## config.mk

```make
export PLATFORM = sky130hd
export DESIGN_NAME = edb_ctrl
export DESIGN_NICKNAME = d
export VERILOG_FILES = /design/src/rtl/edb_pkg.sv /design/src/rtl/edb_ctrl.sv
export SDC_FILE = /design/constraint.sdc
export NUM_CORES = 1
export LEC_CHECK = 0
export BUFFER_PORTS_ARGS = -buffer_cell sky130_fd_sc_hd__buf_2
export CAP_MARGIN = 20
export CORE_ASPECT_RATIO = 1.5
export CORE_UTILIZATION = 56
export CTS_CLUSTER_DIAMETER = 60
export DETAILED_ROUTE_END_ITERATION = 10
export HOLD_SLACK_MARGIN = 0.03
export PLACE_DENSITY = 0.82
export SLEW_MARGIN = 20
export SYNTH_ARGS = -nofsm -noshare
export SYNTH_HDL_FRONTEND = slang
export SYNTH_SLANG_ARGS = --single-unit
```

## constraint.sdc

```tcl
create_clock -name clk -period 5.1 [get_ports clk]
set_input_delay 0.255 -clock clk [delete_from_list [all_inputs] [get_ports clk]]
set_output_delay 0.255 -clock clk [all_outputs]
set_load 0.02 [all_outputs]
```

## src/rtl/edb_pkg.sv

```systemverilog
// Package for the error diffusion buffer: widths, register codes, types and helpers.
// No dependencies.
package edb_pkg;

  localparam int MaxWidthDef  = 256;
  localparam int MaxHeightDef = 256;
  localparam int StoreW       = 24;
  localparam int SrcW         = 12;
  localparam int ErrW         = 16;
  localparam int AdjW         = 16;
  localparam int DimW         = 9;
  localparam int WgtW         = 4;
  localparam int NumTaps      = 6;
  localparam int CfgAddrW     = 4;

  localparam logic [CfgAddrW-1:0] RegWidth  = 4'h0;
  localparam logic [CfgAddrW-1:0] RegHeight = 4'h4;
  localparam logic [CfgAddrW-1:0] RegKernel = 4'h8;
  localparam logic [CfgAddrW-1:0] RegAvg    = 4'hC;

  localparam logic FuncRead = 1'b0;
  localparam logic FuncDist = 1'b1;

  typedef logic signed [StoreW-1:0] store_t;

  typedef struct packed {
    logic capture;
    logic clear_en;
    logic rd_en;
    logic wr_en;
    logic avg;
    logic load;
  } edb_cmd_t;

  function automatic store_t sat_store(input logic signed [StoreW+1:0] v);
    logic signed [StoreW+1:0] hi;
    logic signed [StoreW+1:0] lo;
    hi = (StoreW+2)'(signed'({1'b0, {(StoreW-1){1'b1}}}));
    lo = -hi - (StoreW+2)'(1);
    if (v > hi) sat_store = store_t'(hi);
    else if (v < lo) sat_store = store_t'(lo);
    else sat_store = store_t'(v);
  endfunction

  function automatic logic signed [AdjW-1:0] adjust(input logic [SrcW-1:0] src,
                                                    input store_t e);
    logic signed [StoreW+1:0] sum;
    logic signed [StoreW+1:0] q;
    sum = signed'({10'd0, src, 4'd0}) + (StoreW+2)'(e);
    q = (sum < 0) ? -((-sum) >>> 4) : (sum >>> 4);
    if (q > 32767) adjust = 16'sh7FFF;
    else if (q < -32768) adjust = -16'sh8000;
    else adjust = AdjW'(q);
  endfunction

endpackage

```

## src/rtl/edb_ctrl.sv

```systemverilog
// Controller: clearing pass, per-item sequencing of read-modify-writes, handshakes.
// Depends on edb_pkg.
module edb_ctrl import edb_pkg::*; #(
  parameter int MaxWidth  = MaxWidthDef,
  parameter int MaxHeight = MaxHeightDef,
  parameter int AddrW     = 16
) (
  input  logic             clk,
  input  logic             rst_n,
  input  logic             in_valid,
  output logic             in_ready,
  input  logic             in_func,
  input  logic [7:0]       in_x,
  input  logic [7:0]       in_y,
  input  logic [DimW-1:0]  width,
  input  logic [DimW-1:0]  height,
  input  logic [23:0]      kernel,
  input  logic             avg_mode,
  output logic             out_valid,
  input  logic             out_ready,
  output logic             out_cerr,
  output logic             out_zero,
  output edb_cmd_t         cmd,
  output logic [AddrW-1:0] addr,
  output logic [WgtW-1:0]  wgt
);
  localparam int XW = $clog2(MaxWidth);
  typedef enum logic [2:0] {S_CLEAR, S_IDLE, S_RDWAIT, S_DREAD, S_DWRITE, S_OUT} state_t;
  state_t state_r;
  logic [AddrW-1:0] clr_r;
  logic [2:0] tap_r;
  logic [8:0] x_r, y_r;
  logic func_r, cerr_r, avg_r;
  logic [12:0] ew, eh;
  logic [9:0] tx, ty;
  logic tap_ok;
  logic [WgtW-1:0] tw;

  assign ew = (width  > DimW'(MaxWidth)  && MaxWidth  < 512) ? 13'(MaxWidth)  : 13'(width);
  assign eh = (height > DimW'(MaxHeight) && MaxHeight < 512) ? 13'(MaxHeight) : 13'(height);

  always_comb begin
    tx = 10'(x_r);
    ty = 10'(y_r);
    case (tap_r)
      3'd0: begin tx = 10'(x_r) - 10'd1; ty = 10'(y_r) + 10'd1; end
      3'd1: ty = 10'(y_r) + 10'd1;
      3'd2: begin tx = 10'(x_r) + 10'd1; ty = 10'(y_r) + 10'd1; end
      3'd3: tx = 10'(x_r) + 10'd1;
      3'd4: tx = 10'(x_r) + 10'd2;
      3'd5: ty = 10'(y_r) + 10'd2;
      default: ;
    endcase
    tw = kernel[tap_r*WgtW +: WgtW];
    tap_ok = (tw != '0) && !(tap_r == 3'd0 && x_r == '0) &&
             (13'(tx) < ew) && (13'(ty) < eh);
  end

  assign in_ready  = (state_r == S_IDLE);
  assign out_valid = (state_r == S_OUT);
  assign out_cerr  = cerr_r;
  assign out_zero  = func_r | cerr_r;
  assign wgt = tw;

  always_comb begin
    cmd = '0;
    cmd.avg = avg_r;
    addr = AddrW'(ty) * AddrW'(MaxWidth) + AddrW'(tx[XW-1:0]);
    case (state_r)
      S_CLEAR: begin cmd.clear_en = 1'b1; cmd.wr_en = 1'b1; addr = clr_r; end
      S_IDLE: begin
        addr = AddrW'(in_y) * AddrW'(MaxWidth) + AddrW'(in_x);
        cmd.rd_en = in_valid && in_func == FuncRead;
        cmd.capture = in_valid;
      end
      S_RDWAIT: cmd.load = 1'b1;
      S_DREAD: cmd.rd_en = tap_ok;
      S_DWRITE: cmd.wr_en = 1'b1;
      default: ;
    endcase
  end

  always_ff @(posedge clk) begin
    if (!rst_n) begin
      state_r <= S_CLEAR;
      clr_r <= '0;
    end else begin
      case (state_r)
        S_CLEAR: begin
          clr_r <= clr_r + 1'b1;
          if (clr_r == '1) state_r <= S_IDLE;
        end
        S_IDLE: if (in_valid) begin
          x_r <= 9'(in_x); y_r <= 9'(in_y); func_r <= in_func;
          avg_r <= avg_mode && in_y != '0;
          cerr_r <= !(13'(in_x) < ew && 13'(in_y) < eh);
          tap_r <= '0;
          if (!(13'(in_x) < ew && 13'(in_y) < eh)) state_r <= S_OUT;
          else if (in_func == FuncRead) state_r <= S_RDWAIT;
          else state_r <= S_DREAD;
        end
        S_RDWAIT: state_r <= S_OUT;
        S_DREAD: begin
          if (tap_ok) state_r <= S_DWRITE;
          else if (tap_r == 3'(NumTaps-1)) state_r <= S_OUT;
          else tap_r <= tap_r + 1'b1;
        end
        S_DWRITE: begin
          if (tap_r == 3'(NumTaps-1)) state_r <= S_OUT;
          else begin tap_r <= tap_r + 1'b1; state_r <= S_DREAD; end
        end
        S_OUT: if (out_ready) state_r <= S_IDLE;
        default: state_r <= S_IDLE;
      endcase
    end
  end

  assert property (@(posedge clk) disable iff (!rst_n) cmd.wr_en |-> !cmd.rd_en)
    else $error("store read and write in one cycle");
  assert property (@(posedge clk) disable iff (!rst_n)
    (state_r == S_DWRITE) |-> $past(state_r == S_DREAD))
    else $error("write without preceding read");
  assert property (@(posedge clk) disable iff (!rst_n) in_ready |-> !out_valid)
    else $error("input taken while result pending");
endmodule

```

==> impl_metrics.py <==
metrics = {
    "clock_tree": {
        "clock_path_buffers": 2,
        "cts_buffers": 5,
        "cts_tree": "built",
        "h-tree-depth": 2,
        "clkTransAtPathRegs_ns": 0.08,
        "numClockSinks": 41,
        "cts_hold_buf": 0,
        "cts_resized": 0,
        "postCtsSetupBuffers": 0,
        "cts-root-buf": "clkbuf_8",
        "insertion_delay_ns": 0.31,
    },
    "yosys": {
        "postSynth.asyncResetShare_pct": 0,
        "ys_seq_area_share_pct": 25.2,
        "syn_area_um2": 4130,
        "ys_warn_count": 0,
        "synth-edff-count": 22,
        "synthCells": 499,
        "ys_ff_latch": 41,
        "synthesis.nets": 606,
        "synthFlopType": "edfxtp_1",
        "synth.distinct_cells": 64,
        "synth_area_per_cell_um2": 8.27,
    },
    "global_route": {
        "grt_pass1_vias": 4031,
        "grt_pass1_wl_mm": 18.1,
        "track_usage_pct": 29.6,
        "antenna_found_initial": 0,
        "gr-total-overflow": 0,
        "grt_max_degree": 33,
    },
    "outcome": {
        "violations": "DRC",
        "status": "finished, violations left",
    },
    "setup_path": {
        "critical_path_buf_inv_count": 3,
        "cp_cell_sequence": "buf_4, inv_1, ha_1, nand2b_1, nor4_1, nand3_1, nand3_1, ha_1, a21o_1, a2111oi_0, nand4_1, nor3_1, o2bb2ai_1, buf_2",
        "critPathKind": "reg -> out",
        "cp-startpoint": "tap_r[1]$_SDFFCE_PN0P_",
        "cp-end-kind": "primary output",
        "required_ns": 4.85,
        "crit_family": "simple AND/OR/NAND/NOR gates",
        "r2r-start": "tap_r[1]$_SDFFCE_PN0P_",
        "crit_slowest_cell": "edfxtp_1",
        "start_kind": "flop",
        "cp_max_fo": 15,
        "worst_path_largest_cell_delay_ns": 0.57,
        "critPathArrivalTime_ns": 4.40,
    },
    "finish": {
        "fin_nets": 686,
        "mostFrequentLayoutCells": "buf_2 (93), nand2_1 (57), ha_1 (43)",
        "final_common_cell": "buf_2",
        "drive_gt1_share_pct": 20.9,
        "area_growth_pct": 13.9,
        "fin_cells": 680,
        "diodes": 0,
    },
    "power": {
        "power_frac_comb_pct": 59.8,
        "peakVddDrop_uv": 404,
        "p_sw_share_pct": 47.0,
        "p_int_mw": 0.847,
        "p_seq_share_pct": 26.9,
        "p_sw_mw": 0.751,
        "clkPwrFrac_pct": 13.3,
        "power_density_nw_per_um2": 340,
        "leakagePower_nw": 2.03,
    },
    "hold_path": {
        "hold_path.class": "in -> reg",
        "min_from": "in_x[4]",
    },
    "detailed_routing": {
        "vias_per_cell": 5.98,
        "antenna_left": 0,
        "first_iter_violations": 300,
        "num_vias": 4064,
        "wl_mm": 11.0,
        "dr.pass1.iters": 8,
        "drt-wirelength-per-cell_um": 16.1,
        "drcViolationCount": 2,
    },
    "die": {
        "start_util_pct": 57.5,
        "die_y_um": 107,
        "die-area_um2": 7720,
        "row_count": 38,
        "design.core.area_um2": 7180,
        "ioPinCount": 94,
        "die_x_um": 72.1,
    },
    "timing": {
        "slew_viol_final": 0,
        "fmax_mhz": 215,
        "rsz0062_at_grt": "no",
        "layout_setup_ws_ns": 0.441,
        "finalCritPeriodShare_pct": 91.4,
        "slew_headroom_pct": 37.8,
        "fin_tns_setup_ns": 0,
        "clock_skew_ns": 0.00853,
        "hold_viol": 0,
        "setup_viol": 0,
        "max_slew.worst_pin.slew_ns": 0.933,
        "fin_crit_ns": 4.66,
    },
    "placement": {
        "hpwl_mm": 8.85,
        "placedCellCount": 672,
        "place_congestion": 0.989,
        "io_buffers": 93,
        "pre_cts_slack_ns": 0.849,
    },
    "run": {
        "drv_cap": 0,
    },
}
==> power by group through the flow <==
stage / clock, mW / combinational, mW / sequential [mW]
6_report: 0.213 / 0.956 / 0.429
5_1_grt: 0.224 / 1.05 / 0.436
4_1_cts: 0.215 / 0.952 / 0.428
3_5_place_dp: 0 / 0.946 / 0.436
3_3_place_gp: 0 / 0.935 / 0.434
2_1_floorplan: 0 / 0.703 / 0.411
==> worst paths after layout <==
kind                            cells after the start  slack (ns)                      to
worst max-delay path                               14        0.44                  cmd[3]
worst max register to register                     13        0.93  tap_r[0]$_SDFFCE_PN0P_
worst min register to register                      2        0.54   clr_r[5]$_SDFFE_PN0P_
worst min-delay path                                1        0.17        x_r[4]$_DFFE_PP_
==> per-layer routing <==
layer	global-route usage, %	vias up	routed length (um)
li1	-	2003	-
met1	33.8	1910	4530
met2	52.9	129	5720
met3	3.95	22	453
met4	14.4	0	257
met5	0	-	0
==> flip-flops by register name, indices dropped and copies added (netlist names) <==
signal    count
y_r           8
func_r        1
out_cerr      1
tap_r         3
avg_r         1
state_r       3
clr_r        16
x_r           8
==> final cells by class <==
type	instances	area (um^2)
well taps	100	125
inverters	18	67.6
multi-input cells	415	2880
fillers	616	2480
clock buffers	8	80.1
flip-flops and latches	41	1040
repair buffers	98	503
==> cell usage after synthesis, drive strengths merged, types with 11 or more instances <==
cell type	number	share of area, %
nor3	18	2.3
nand3	16	1.9
inv	15	1.4
a21oi	35	4.2
clkbuf	13	1.2
o21a	13	2.4
and2	17	2.6
mux2i	25	6.4
nor2	30	2.7
buf	12	2.1
nor2b	11	1.7
ha	43	13
edfxtp	22	16
dfxtp	19	9.2
xnor2	13	2.8
nand2	57	5.2
o21ai	28	3.4
==> cell families (layout without fill, tap and decap cells) <==
| kind of cell | count (synthesis) | after routing | share of synthesized area (%) |
|---|---|---|---|
| compound gates | 135 | 135 | 22.0 |
| xor+xnor | 16 | 16 | 3.40 |
| fa+ha+maj | 43 | 43 | 13.0 |
| buf+inv | 43 | 124 | 4.94 |
| flops | 41 | 41 | 25.2 |
| mux | 29 | 29 | 8.00 |
| simple gates | 192 | 192 | 23.4 |
==> metrics by stage <==
step	cell area (um^2)	total power, mW	hold slack (ns)	util [%]
after floorplan	4130	1.11	0.354	-
after global placement	4620	1.37	0.470	64.4
after detailed placement	4620	1.38	0.475	64.4
after CTS	4700	1.59	0.161	65.5
after global routing	4700	1.71	0.165	65.5
final	4700	1.60	0.169	65.5
Power figures use the tool's default switching activity.
